--- config.mk ---
export PLATFORM = sky130hd
export DESIGN_NAME = radiator_valve_slew_controller
export DESIGN_NICKNAME = d
export VERILOG_FILES = /design/src/design/rvsc_pkg.sv /design/src/design/radiator_valve_slew_controller.sv /design/src/design/rvsc_core.sv
export SDC_FILE = /design/constraint.sdc
export NUM_CORES = 1
export LEC_CHECK = 0
export BUFFER_PORTS_ARGS = -buffer_cell sky130_fd_sc_hd__buf_2
export CORE_MARGIN = 5
export CORE_UTILIZATION = 40
export DETAILED_ROUTE_END_ITERATION = 16
export PLACE_DENSITY = 0.62
export SLEW_MARGIN = 15
export SYNTH_ARGS = -nofsm -noshare
export SYNTH_HDL_FRONTEND = slang
export SYNTH_SLANG_ARGS = --single-unit
--- constraint.sdc ---
create_clock -name clk -period 13 [get_ports clk]
set_input_delay 0.65 -clock clk [delete_from_list [all_inputs] [get_ports clk]]
set_output_delay 0.65 -clock clk [all_outputs]
set_load 0.01 [all_outputs]
--- src/design/rvsc_pkg.sv ---
package rvsc_pkg;

  // configuration register indexes
  localparam logic [2:0] CFG_FROST_TARGET = 3'd0;
  localparam logic [2:0] CFG_WARM_TARGET  = 3'd1;
  localparam logic [2:0] CFG_SETBACK      = 3'd2;
  localparam logic [2:0] CFG_BAKE_UPLIFT  = 3'd3;
  localparam logic [2:0] CFG_MIN_TARGET   = 3'd4;
  localparam logic [2:0] CFG_MAX_TARGET   = 3'd5;
  localparam logic [2:0] CFG_MAX_SLEW     = 3'd6;
  localparam logic [2:0] CFG_MIN_SLEW     = 3'd7;

  localparam logic [6:0] VALVE_MAX = 7'd100;
  localparam logic [4:0] FRAC_ONE  = 5'd16;
  localparam logic [2:0] AIM_STEP  = 3'd6;

  typedef struct packed {
    logic [6:0] frost_target_c;
    logic [6:0] warm_target_c;
    logic [4:0] setback_c;
    logic [4:0] bake_uplift_c;
    logic [6:0] target_floor;
    logic [6:0] target_ceiling;
    logic [6:0] max_slew_pc;
    logic [6:0] min_slew_pc;
  } cfg_t;

  typedef struct packed {
    logic signed [11:0] temp_sixteenths;
    logic               warm_mode;
    logic               bake_mode;
    logic               room_lit;
  } tick_t;

  typedef struct packed {
    logic [6:0] valve_percent;
    logic [6:0] target_temp_c;
    logic       valve_changed;
    logic       cancel_bake;
  } result_t;

endpackage

--- src/design/radiator_valve_slew_controller.sv ---
// Radiator valve slew controller. Each input transaction is one control tick
// carrying the room temperature in 1/16 degree C and the warm, bake and
// room-lit flags; each tick yields exactly one output transaction with the new
// valve opening, the target chosen, a changed flag and a bake-cancel flag.
// A tick is registered on entry, then the target choice and the valve update
// run in one stage into the result register; a new tick is taken every cycle
// unless a result held by out_ready low stalls the input: the valve opening
// feeds back from the result stage into the next tick's update. Configuration
// writes (eight registers, indexes 0..7) are always ready and should be made
// while no tick is in flight.
module radiator_valve_slew_controller (
  input  logic               clk,
  input  logic               rst,
  // configuration write channel
  input  logic               cfg_valid,
  output logic               cfg_ready,
  input  logic [2:0]         cfg_index,
  input  logic [6:0]         cfg_data,
  // tick input channel
  input  logic               in_valid,
  output logic               in_ready,
  input  logic signed [11:0] temp_sixteenths,
  input  logic               warm_mode,
  input  logic               bake_mode,
  input  logic               room_lit,
  // result channel
  output logic               out_valid,
  input  logic               out_ready,
  output logic [6:0]         valve_percent_out,
  output logic [6:0]         target_temp_c,
  output logic               valve_changed,
  output logic               cancel_bake
);

  rvsc_pkg::cfg_t    cfg;
  rvsc_pkg::tick_t   tick;
  rvsc_pkg::result_t result;

  logic       tick_valid;
  logic [6:0] valve_percent;
  logic [6:0] target_reg;
  logic       changed_reg;
  logic       cancel_reg;
  logic       out_load;
  logic       in_take;

  // the result stage loads when empty or when its transaction leaves
  assign out_load = tick_valid && (!out_valid || out_ready);
  assign in_ready = !tick_valid || out_load;
  assign in_take  = in_valid && in_ready;

  assign cfg_ready = 1'b1;

  // configuration registers
  always_ff @(posedge clk) begin
    if (rst) begin
      cfg.frost_target_c <= 7'd6;
      cfg.warm_target_c  <= 7'd18;
      cfg.setback_c      <= 5'd3;
      cfg.bake_uplift_c  <= 5'd10;
      cfg.target_floor   <= 7'd5;
      cfg.target_ceiling <= 7'd30;
      cfg.max_slew_pc    <= 7'd10;
      cfg.min_slew_pc    <= 7'd7;
    end else if (cfg_valid) begin
      case (cfg_index)
        rvsc_pkg::CFG_FROST_TARGET: cfg.frost_target_c <= cfg_data;
        rvsc_pkg::CFG_WARM_TARGET:  cfg.warm_target_c  <= cfg_data;
        rvsc_pkg::CFG_SETBACK:      cfg.setback_c      <= cfg_data[4:0];
        rvsc_pkg::CFG_BAKE_UPLIFT:  cfg.bake_uplift_c  <= cfg_data[4:0];
        rvsc_pkg::CFG_MIN_TARGET:   cfg.target_floor   <= cfg_data;
        rvsc_pkg::CFG_MAX_TARGET:   cfg.target_ceiling <= cfg_data;
        rvsc_pkg::CFG_MAX_SLEW:     cfg.max_slew_pc    <= cfg_data;
        rvsc_pkg::CFG_MIN_SLEW:     cfg.min_slew_pc    <= cfg_data;
        default: ;
      endcase
    end
  end

  // input register
  always_ff @(posedge clk) begin
    if (rst) begin
      tick_valid <= 1'b0;
    end else if (in_ready) begin
      tick_valid <= in_valid;
    end
  end

  always_ff @(posedge clk) begin
    if (in_take) begin
      tick.temp_sixteenths <= temp_sixteenths;
      tick.warm_mode       <= warm_mode;
      tick.bake_mode       <= bake_mode;
      tick.room_lit        <= room_lit;
    end
  end

  rvsc_core u_core (
    .cfg       (cfg),
    .tick      (tick),
    .valve_old (valve_percent),
    .result    (result)
  );

  // result register; the valve opening doubles as controller state
  always_ff @(posedge clk) begin
    if (rst) begin
      out_valid     <= 1'b0;
      valve_percent <= '0;
    end else begin
      if (out_load) begin
        out_valid     <= 1'b1;
        valve_percent <= result.valve_percent;
      end else if (out_ready) begin
        out_valid <= 1'b0;
      end
    end
  end

  always_ff @(posedge clk) begin
    if (out_load) begin
      target_reg  <= result.target_temp_c;
      changed_reg <= result.valve_changed;
      cancel_reg  <= result.cancel_bake;
    end
  end

  assign valve_percent_out = valve_percent;
  assign target_temp_c     = target_reg;
  assign valve_changed     = changed_reg;
  assign cancel_bake       = cancel_reg;

endmodule

--- src/design/rvsc_core.sv ---
module rvsc_core (
  input  rvsc_pkg::cfg_t    cfg,
  input  rvsc_pkg::tick_t   tick,
  input  logic [6:0]        valve_old,
  output rvsc_pkg::result_t result
);

  logic [6:0]        warm_eff;
  logic [7:0]        bake_sum;
  logic [6:0]        bake_target;
  logic signed [7:0] dark_diff;
  logic [6:0]        dark_target;
  logic [6:0]        target;
  logic signed [8:0] whole;
  logic signed [8:0] target_s;
  logic [3:0]        frac;
  logic [4:0]        aim_units;
  logic [6:0]        aim;
  logic [7:0]        open_sum;
  logic [6:0]        err_dn;
  logic [6:0]        err_up;
  logic [6:0]        valve_new;
  logic              cancel;

  // target selection
  always_comb begin
    warm_eff = (cfg.warm_target_c < cfg.frost_target_c) ? cfg.frost_target_c
                                                        : cfg.warm_target_c;
    bake_sum = {1'b0, warm_eff} + {3'b000, cfg.bake_uplift_c};
    bake_target = (bake_sum > {1'b0, cfg.target_ceiling}) ? cfg.target_ceiling
                                                          : bake_sum[6:0];
    dark_diff = $signed({1'b0, warm_eff}) - $signed({3'b000, cfg.setback_c});
    dark_target = (dark_diff < $signed({1'b0, cfg.target_floor})) ? cfg.target_floor
                                                                   : dark_diff[6:0];
    if (!tick.warm_mode) begin
      target = cfg.frost_target_c;
    end else if (tick.bake_mode) begin
      target = bake_target;
    end else if (!tick.room_lit) begin
      target = dark_target;
    end else begin
      target = warm_eff;
    end
  end

  // valve movement
  always_comb begin
    whole     = {tick.temp_sixteenths[11], tick.temp_sixteenths[11:4]};
    target_s  = $signed({2'b00, target});
    frac      = tick.temp_sixteenths[3:0];
    aim_units = rvsc_pkg::FRAC_ONE - {1'b0, frac};
    aim       = {2'b00, aim_units} * {4'b0000, rvsc_pkg::AIM_STEP};
    open_sum  = {1'b0, valve_old} + {1'b0, cfg.max_slew_pc};
    err_dn    = valve_old - aim;
    err_up    = aim - valve_old;
    cancel    = 1'b0;
    valve_new = valve_old;
    if (whole < target_s) begin
      valve_new = (open_sum < {1'b0, rvsc_pkg::VALVE_MAX}) ? open_sum[6:0]
                                                           : rvsc_pkg::VALVE_MAX;
    end else if (whole > target_s) begin
      cancel    = 1'b1;
      valve_new = '0;
    end else if (aim < valve_old) begin
      if (err_dn >= cfg.min_slew_pc) begin
        valve_new = (err_dn > cfg.max_slew_pc) ? valve_old - cfg.max_slew_pc : aim;
      end
    end else if (aim > valve_old) begin
      if (err_up >= cfg.min_slew_pc) begin
        valve_new = (err_up > cfg.max_slew_pc) ? open_sum[6:0] : aim;
      end
    end
  end

  assign result.valve_percent = valve_new;
  assign result.target_temp_c = target;
  assign result.valve_changed = (valve_new != valve_old);
  assign result.cancel_bake   = cancel;

endmodule

# After elaboration in Yosys (flattened, before gate mapping)
# Cells that the tools add are included.
[classes]
mul = 1
reduce_logical = 16
muxes = 18
n_eq_ne = 8
order_cmp = 12
n_addsub = 7
[ops]
columns = ["op", "count"]
rows = [
  ["$mux 7", 15],
  ["$gt 7x7->1", 3],
  ["$sub 7x7->7", 3],
  ["$lt 8x8->1", 2],
  ["$reduce_and 2->1", 8],
  ["$ge 7x7->1", 2],
  ["$lt 7x7->1", 2],
  ["$eq 3x3->1 const B", 4],
  ["$add 7x5->8", 1],
  ["$add 7x7->8", 1],
  ["$gt 8x7->1", 1],
  ["$gt 8x8->1", 1],
  ["$lt 8x7->1 const B", 1],
  ["$sub 7x5->8", 1],
  ["$ne 7x7->1", 1],
  ["$eq 3x2->1 const B", 2],
  ["$mul 5x2->6 const B", 1],
  ["$sub 5x4->5 const A", 1],
  ["$eq 3x1->1 const B", 1],
  ["$logic_not 3->1", 1],
  ["$mux 1", 3],
  ["$logic_and 1x1->1", 2],
  ["$logic_not 1->1", 2],
  ["$logic_or 1x1->1", 2],
  ["$reduce_bool 2->1", 1],
]
[word_totals]
ff_bits = 85
input_bits = 30

# Logic depth before layout (Yosys ltp)
# Gate-level depths: netlist of run 1.
[logic_depth]
ltp_word = 12
mapped_depth = 35
mapped_depth_nobuf = 33

# By module
# Synthesis of run 1 repeated with hierarchy kept, for this count alone.
[unflattened]
cells_unflattened = 859
hier_area_um2 = 7377.1
[by_module_without_submodules]
columns = ["mod", "n_inst", "area_each_um2", "cells_each"]
rows = [
  ["rvsc_core", 1, 4349.2, 609],
  ["radiator_valve_slew_controller", 1, 3027.9, 250],
]

# Worst setup path after synthesis of run 1
# Ideal clock, no wire load.
[synth_path]
path_kind = "reg-to-reg"
startpoint = "register, netlist name cfg[51]"
endpoint = "register changed_reg, in the netlist valve_changed (data pin)"
slack_ns = 5.200
arrival_ns = 7.528
period_less_slack_ns = 7.800
setup_time_ns = 0.272
path_buffers = 2
required_ns = 12.728
path_stages_with_launch = 33
path_cell_list = "dfxtp_1 > clkbuf_1 > inv_1 > ha_1 > nand4_1 > o211ai_2 > clkbuf_1 > nand2_1 > o21ai_0 > inv_1 > fa_1 > nor2b_1 > o21ai_0 > a21boi_0 > o21ai_0 > xor2_1 > mux2i_1 > ha_1 > o22ai_1 > a21oi_1 > a21oi_1 > a211oi_1 > or4_1 > ha_1 > a21o_1 > a21oi_1 > a21boi_0 > o31ai_2 > nor3b_4 > nand2_2 > o311a_1 > or4_1 > or4_1"
[synth_lines]
columns = ["item", "line", "source"]
rows = [
  ["to (signal assigned)", "radiator_valve_slew_controller.sv:123", "changed_reg <= result.valve_changed;"],
  ["to (decl)", "radiator_valve_slew_controller.sv:42", "logic changed_reg;"],
]

==> results of run 1 <==
cell usage after synthesis, types with 4 or more instances:
master / count / area, um^2
o21ai_0: 30 / 150
mux2_2: 5 / 56.3
or4_1: 6 / 45.0
dfxtp_1: 61 / 1220
mux2i_1: 45 / 450
nand2_1: 65 / 244
nor2_1: 83 / 312
o22ai_1: 6 / 37.5
a21oi_1: 51 / 255
clkbuf_1: 20 / 75.1
fa_1: 6 / 120
nor4_1: 6 / 37.5
a221o_1: 4 / 40.0
o211ai_1: 21 / 158
inv_1: 83 / 312
a21o_1: 17 / 128
nand4_1: 11 / 68.8
nand3_1: 15 / 75.1
a211o_1: 5 / 43.8
o21bai_1: 5 / 37.5
xor2_1: 8 / 70.1
and2_1: 7 / 43.8
a31oi_1: 6 / 37.5
buf_2: 4 / 20.0
a211oi_1: 7 / 52.6
or2_2: 5 / 31.3
nand2b_1: 14 / 87.6
nor3_1: 15 / 75.1
o21a_1: 8 / 60.1
nand3b_1: 5 / 37.5
ha_1: 91 / 1140
a311oi_1: 8 / 70.1
a21boi_0: 4 / 30.0
nor2b_1: 15 / 93.8
edfxtp_1: 24 / 721
and4_1: 4 / 35.0
xnor2_1: 24 / 210
power groups by stage:
stage / Clock, mW / Combinational, mW / Sequential (mW)
finish: 0.251 / 0.554 / 0.298
global route: 0.271 / 0.612 / 0.300
CTS: 0.257 / 0.544 / 0.298
detailed placement: 0 / 0.540 / 0.304
global placement: 0 / 0.540 / 0.304
floorplan: 0 / 0.408 / 0.299
final timing paths:
| kind | end | slack [ns] |
|---|---|---|
| min | cfg[5] | 0.45 |
| max | valve_changed | 4.14 |
| min reg2reg | cfg[5] | 0.45 |
| max reg2reg | valve_changed | 4.14 |
routing by layer:
layer  wire length, um  share of wire  up-vias  GRT usage
met3              1070          0.052       49     0.0327
met4               706          0.034        0     0.0795
li1                  -              -     3132          -
met5                 0              0        -          0
met1              8890           0.43     2977      0.256
met2              9920           0.48      214      0.342
state kept, by name, indices dropped and copies added (netlist names):
name / flops
cfg: 52
tick: 15
target_temp_c: 7
valve_percent_out: 7
cancel_bake: 1
out_valid: 1
tick_valid: 1
valve_changed: 1
area by class of cell:
cell class / count / area, um^2 / area share
well taps: 229 / 287 / 0.0362
clock buffers: 10 / 229 / 0.0289
inverters: 84 / 315 / 0.0398
flip-flops and latches: 85 / 1940 / 0.245
multi-input cells: 658 / 4850 / 0.612
repair buffers: 49 / 250 / 0.0316
clock inverters: 6 / 53.8 / 0.00679
tightest hold or removal path: stages (launching register included):
cell     delay (ns)
dfxtp_1        0.31
nand2_1        0.05
a21oi_1        0.05
stage by stage:
| stage | power (mW) | instance area, um^2 | hold WS [ns] | worst slack (ns) |
|---|---|---|---|---|
| after CTS | 1.10 | 7920 | 0.457 | 4.23 |
| after global routing | 1.18 | 7920 | 0.463 | 3.55 |
| after floorplan | 0.707 | 7220 | 0.436 | 5.20 |
| after detailed placement | 0.844 | 7640 | 0.449 | 4.26 |
| final | 1.10 | 7920 | 0.454 | 4.14 |
| after global placement | 0.844 | 7640 | 0.445 | 4.39 |
cell families after synthesis:
| logic type | count (synthesis) | share of synthesized area |
|---|---|---|
| AND/OR/NAND/NOR | 269 | 0.185 |
| AO/OA/AOI/OAI | 209 | 0.202 |
| XOR/XNOR | 32 | 0.0388 |
| adder cells (fa/ha/maj) | 97 | 0.174 |
| buffers and inverters | 112 | 0.0600 |
| multiplexers | 50 | 0.0702 |
| flip-flops | 85 | 0.269 |
| other | 1 | 0.000520 |
placed cells by master (no fill, tap or decap), types with 5 or more instances in the layout:
master | netlist | final
o211ai_1 | 21 | 21
a311oi_1 | 8 | 8
nand2b_1 | 14 | 14
and2_1 | 7 | 7
a31oi_1 | 6 | 6
a211oi_1 | 7 | 7
ha_1 | 91 | 91
mux2_2 | 5 | 5
inv_1 | 83 | 83
o21a_1 | 8 | 8
a21oi_1 | 51 | 51
nand2_1 | 65 | 65
mux2i_1 | 45 | 45
or2_2 | 5 | 5
nor2b_1 | 15 | 14
nand3_1 | 15 | 15
a211o_1 | 5 | 5
nor4_1 | 6 | 6
nand4_1 | 11 | 11
o22ai_1 | 6 | 6
xor2_1 | 8 | 8
dfxtp_1 | 61 | 61
o21ai_0 | 30 | 30
xnor2_1 | 24 | 24
edfxtp_1 | 24 | 24
fa_1 | 6 | 6
o21bai_1 | 5 | 5
or4_1 | 6 | 6
buf_2 | 4 | 47
nand3b_1 | 5 | 5
nor3_1 | 15 | 15
a21o_1 | 17 | 17
clkbuf_16 | 0 | 9
nor2_1 | 83 | 83
==> flow_summary.ini, run 1 <==
[outcome]
status = finished clean

[global_routing]
grt_first_pass_wirelength_mm = 32.7
antenna_found_initial = 0
grtUsageTotal = 0.202
grt_pass1_vias = 6151
grt_max_degree = 46
globalRoute.totalOverflow = 0

[drt]
ant_nets = 0
num_vias = 6372
drc = 0
totalWireLength_mm = 20.6
avgViaCountPerCell = 5.68
drt_first_pass_iters = 5
drt_iter0_drc = 488
wl_per_cell_um = 18.4

[sta]
fin_crit_sh = 0.681
rsz0062_at_grt = no
clock_skew_ns = 0.0100
relSlewSlack = 0.299
fin_tns_setup_ns = 0
min_period_ns = 8.86
drv_slew = 0
fmax_mhz = 113
timing.final.hold_violations = 0
finalSetupViolations = 0
worstMarginPinSlew_ns = 1.05

[cts]
cts_root_buffer = clkbuf_16
insertion_delay_ns = 0.34
clk_pin_slew_worst_paths_ns = 0.07
cts.sinks = 85
cts_resized = 0
postCtsSetupRepairBufs = 0
cts_buffers = 9
cts_tree = yes
cts_hold_buf = 0
ctsHtreeMaxLevel = 3
cts_max_path_buffers = 2

[synth]
synthDistinctLibCells = 76
synth-seq-cells = 85
avgSynthCellArea_um2 = 8.44
ys_async_sr_fraction = 0
syn_nets = 982
netlist_instances = 855
synth_warnings = 0
yosysSeqAreaShare = 0.269
synthFlopType = dfxtp_1
synth_edf_count = 24
syn_area_mm2 = 0.00722

[finish]
layout.nets = 1014
fin_util = 0.444
areaGrowthSynthToFinish_pct = 9.76
fin_cells = 1121
drive_above_1_share = 0.102
diodes = 0
fillers = 1802

[floorplanning]
die_y_um = 144
num_rows = 49
io_pins = 49
start_util = 0.405
die_area_mm2 = 0.0208
die_w_um = 144
core-area_mm2 = 0.0178

[place]
placed_cells = 1105
hpwl_mm = 16.2
port_buffers = 47
place_congestion = 0.973

[critical_path]
rr_startpoint = cfg[50]
path_buf_inv = 3
cpMostUsedCell = a21oi_1
max_stage_delay_ns = 0.65
reg2reg_depth = 30
required_ns = 13.08
crit_family = compound AO/OA/AOI/OAI gates
crit_type = reg -> reg
worstPathMaxFanout = 16
worstSetupStartpoint = cfg[50]
worst_path_max_delay_cell = o31ai_2
crit_arrival_ns = 8.94
crit_path_end_kind = register
start_kind = register
cp.depth = 30

[power]
internal_power_mw = 0.644
p_per_area_mw_per_mm2 = 139
power_switching_mw = 0.458
power_frac_seq = 0.271
leakage_nw = 3.45
ir_drop_mv = 0.0829
p_clk_frac = 0.227
p_comb_frac = 0.502
power_switching_share = 0.416

[worst_hold_path]
hp-class = reg -> reg
hold_path_depth = 2
min_from = cfg[5]

[run]
maxCapViolCount = 0
No activity file was read; power rests on OpenSTA's default activity.
==> run 2: changes to the inputs <==
Clock period 13 ns to 9.1 ns, I/O delays scaled along.
==> flow_summary.ini, run 2 (synthesized netlist as in run 1, its figures left out) <==
[outcome]
status = finished clean

[global_routing]
grtUsageTotal = 0.200
grt_first_pass_wirelength_mm = 32.5
globalRoute.totalOverflow = 0
antenna_found_initial = 0
grt_max_degree = 46
grt_pass1_vias = 5987

[power]
ir_drop_mv = 0.106
power_mw = 1.63
p_per_area_mw_per_mm2 = 204
leakage_nw = 3.49

[cts]
clk_pin_slew_worst_paths_ns = 0.06
ctsHtreeMaxLevel = 3
cts_root_buffer = clkbuf_16
cts_buffers = 9
insertion_delay_ns = 0.34
cts_hold_buf = 0
cts_max_path_buffers = 2
cts.sinks = 85
cts_tree = yes

[run]
maxCapViolCount = 0

[floorplanning]
core-area_mm2 = 0.0178
die_area_mm2 = 0.0208
io_pins = 49
die_w_um = 144
num_rows = 49
start_util = 0.405
die_y_um = 144

[finish]
areaGrowthSynthToFinish_pct = 10.7
fillers = 1751
layout_common_cells = ha_1 (91), inv_1 (83), nor2_1 (83), nand2_1 (65), dfxtp_1 (61)
largest-register = cfg
reg_top3 = cfg (52), tick (15)
largest_reg_flops = 52
drive_above_1_share = 0.108
diodes = 0
layout.nets = 1015
fin_area_mm2 = 0.00799
final_common_cell = ha_1

[drt]
drc = 0
drt_iter0_drc = 471
totalWireLength_mm = 20.4
wl_per_cell_um = 18.2
ant_nets = 0
avgViaCountPerCell = 5.64
num_vias = 6326
drt_first_pass_iters = 7

[critical_path]
worst_path_max_delay_cell = or4_1
crit_path_end_kind = register
max_stage_delay_ns = 0.54
crit_arrival_ns = 8.48
start_kind = register
worstPathMaxFanout = 8
required_ns = 9.18
crit_type = reg -> reg

[sta]
finalSetupViolations = 0
drv_slew = 0
rsz0062_at_grt = no
min_period_ns = 8.40
fin_crit_sh = 0.923
timing.final.hold_violations = 0
fmax_mhz = 119
worstMarginPinSlew_ns = 1.12
fin_tns_setup_ns = 0
relSlewSlack = 0.252
clock_skew_ns = 0.00843

[worst_hold_path]
hp-class = in -> reg

[place]
port_buffers = 47
hpwl_mm = 16.1
dpl-instance-area_mm2 = 0.00765
place_congestion = 0.974
[run 2: cell count changes in the layout (fill, tap and decap cells not counted), sizes merged]
cell and change:
clkbuf +3, clkinv -4, buf +1, bufinv +1
[run 2: repair_timing]
item                                    4_1_cts  5_1_grt
endpoints found under the setup margin        0        1
gates resized for setup                       0        2
setup buffers                                 0        0
[run 2: worst paths after layout]
path / startpoint / end / slack (ns) / cells past startpoint
max: cfg[50] / valve_changed / 0.70 / 31
min: temp_sixteenths[0] / tick[3] / 0.28 / 1
max reg2reg: cfg[50] / valve_changed / 0.70 / 31
min reg2reg: cfg[3] / cfg[3] / 0.45 / 2
[run 2: critical path: cells and delay by family, from the launching register on]
family | cells | cell delay, ns
mux | 2 | 0.41
compound gates | 13 | 3.07
xor+xnor | 1 | 0.15
simple gates | 9 | 2.42
flops | 1 | 0.45
buf+inv | 2 | 0.25
fa+ha+maj | 4 | 1.38
[run 2: per-stage QoR]
| stage | utilization | std cells | hold WS, ns | worst slack (ns) |
|---|---|---|---|---|
| 2_1_floorplan | - | 855 | 0.436 | 1.30 |
| 3_3_place_gp | 0.429 | 1106 | 0.444 | 0.702 |
| 3_5_place_dp | 0.429 | 1106 | 0.447 | 0.613 |
| 4_1_cts | 0.447 | 1122 | 0.264 | 0.566 |
| 5_1_grt | 0.448 | 1122 | 0.264 | 0.0725 |
| 6_report | 0.448 | 1122 | 0.284 | 0.699 |
[run 2: area by class of cell]
type,instances,area (um^2),area share
clock buffers,13,264,0.0330
clock inverters,3,67.6,0.00845
inverters,84,315,0.0395
multi-input cells,658,4860,0.608
flip-flops and latches,85,1940,0.243
well taps,229,287,0.0359
repair buffers,50,258,0.0323
[run 2: power by group]
part | leakage [nW] | total, mW | switching [mW] | internal, mW
sequential | 0.725 | 0.426 | 0.0188 | 0.407
clock | 0.159 | 0.413 | 0.154 | 0.259
combinational | 2.60 | 0.788 | 0.484 | 0.304
total | 3.49 | 1.63 | 0.657 | 0.970
[run 2: per-layer routing]
layer | wire length [um] | part of all wire | GRT usage | vias up
met5 | 0 | 0 | 0 | -
met4 | 580 | 0.028 | 0.0766 | 0
met3 | 1070 | 0.052 | 0.0341 | 49
met2 | 9820 | 0.48 | 0.338 | 221
met1 | 8960 | 0.44 | 0.255 | 2914
li1 | - | - | - | 3142
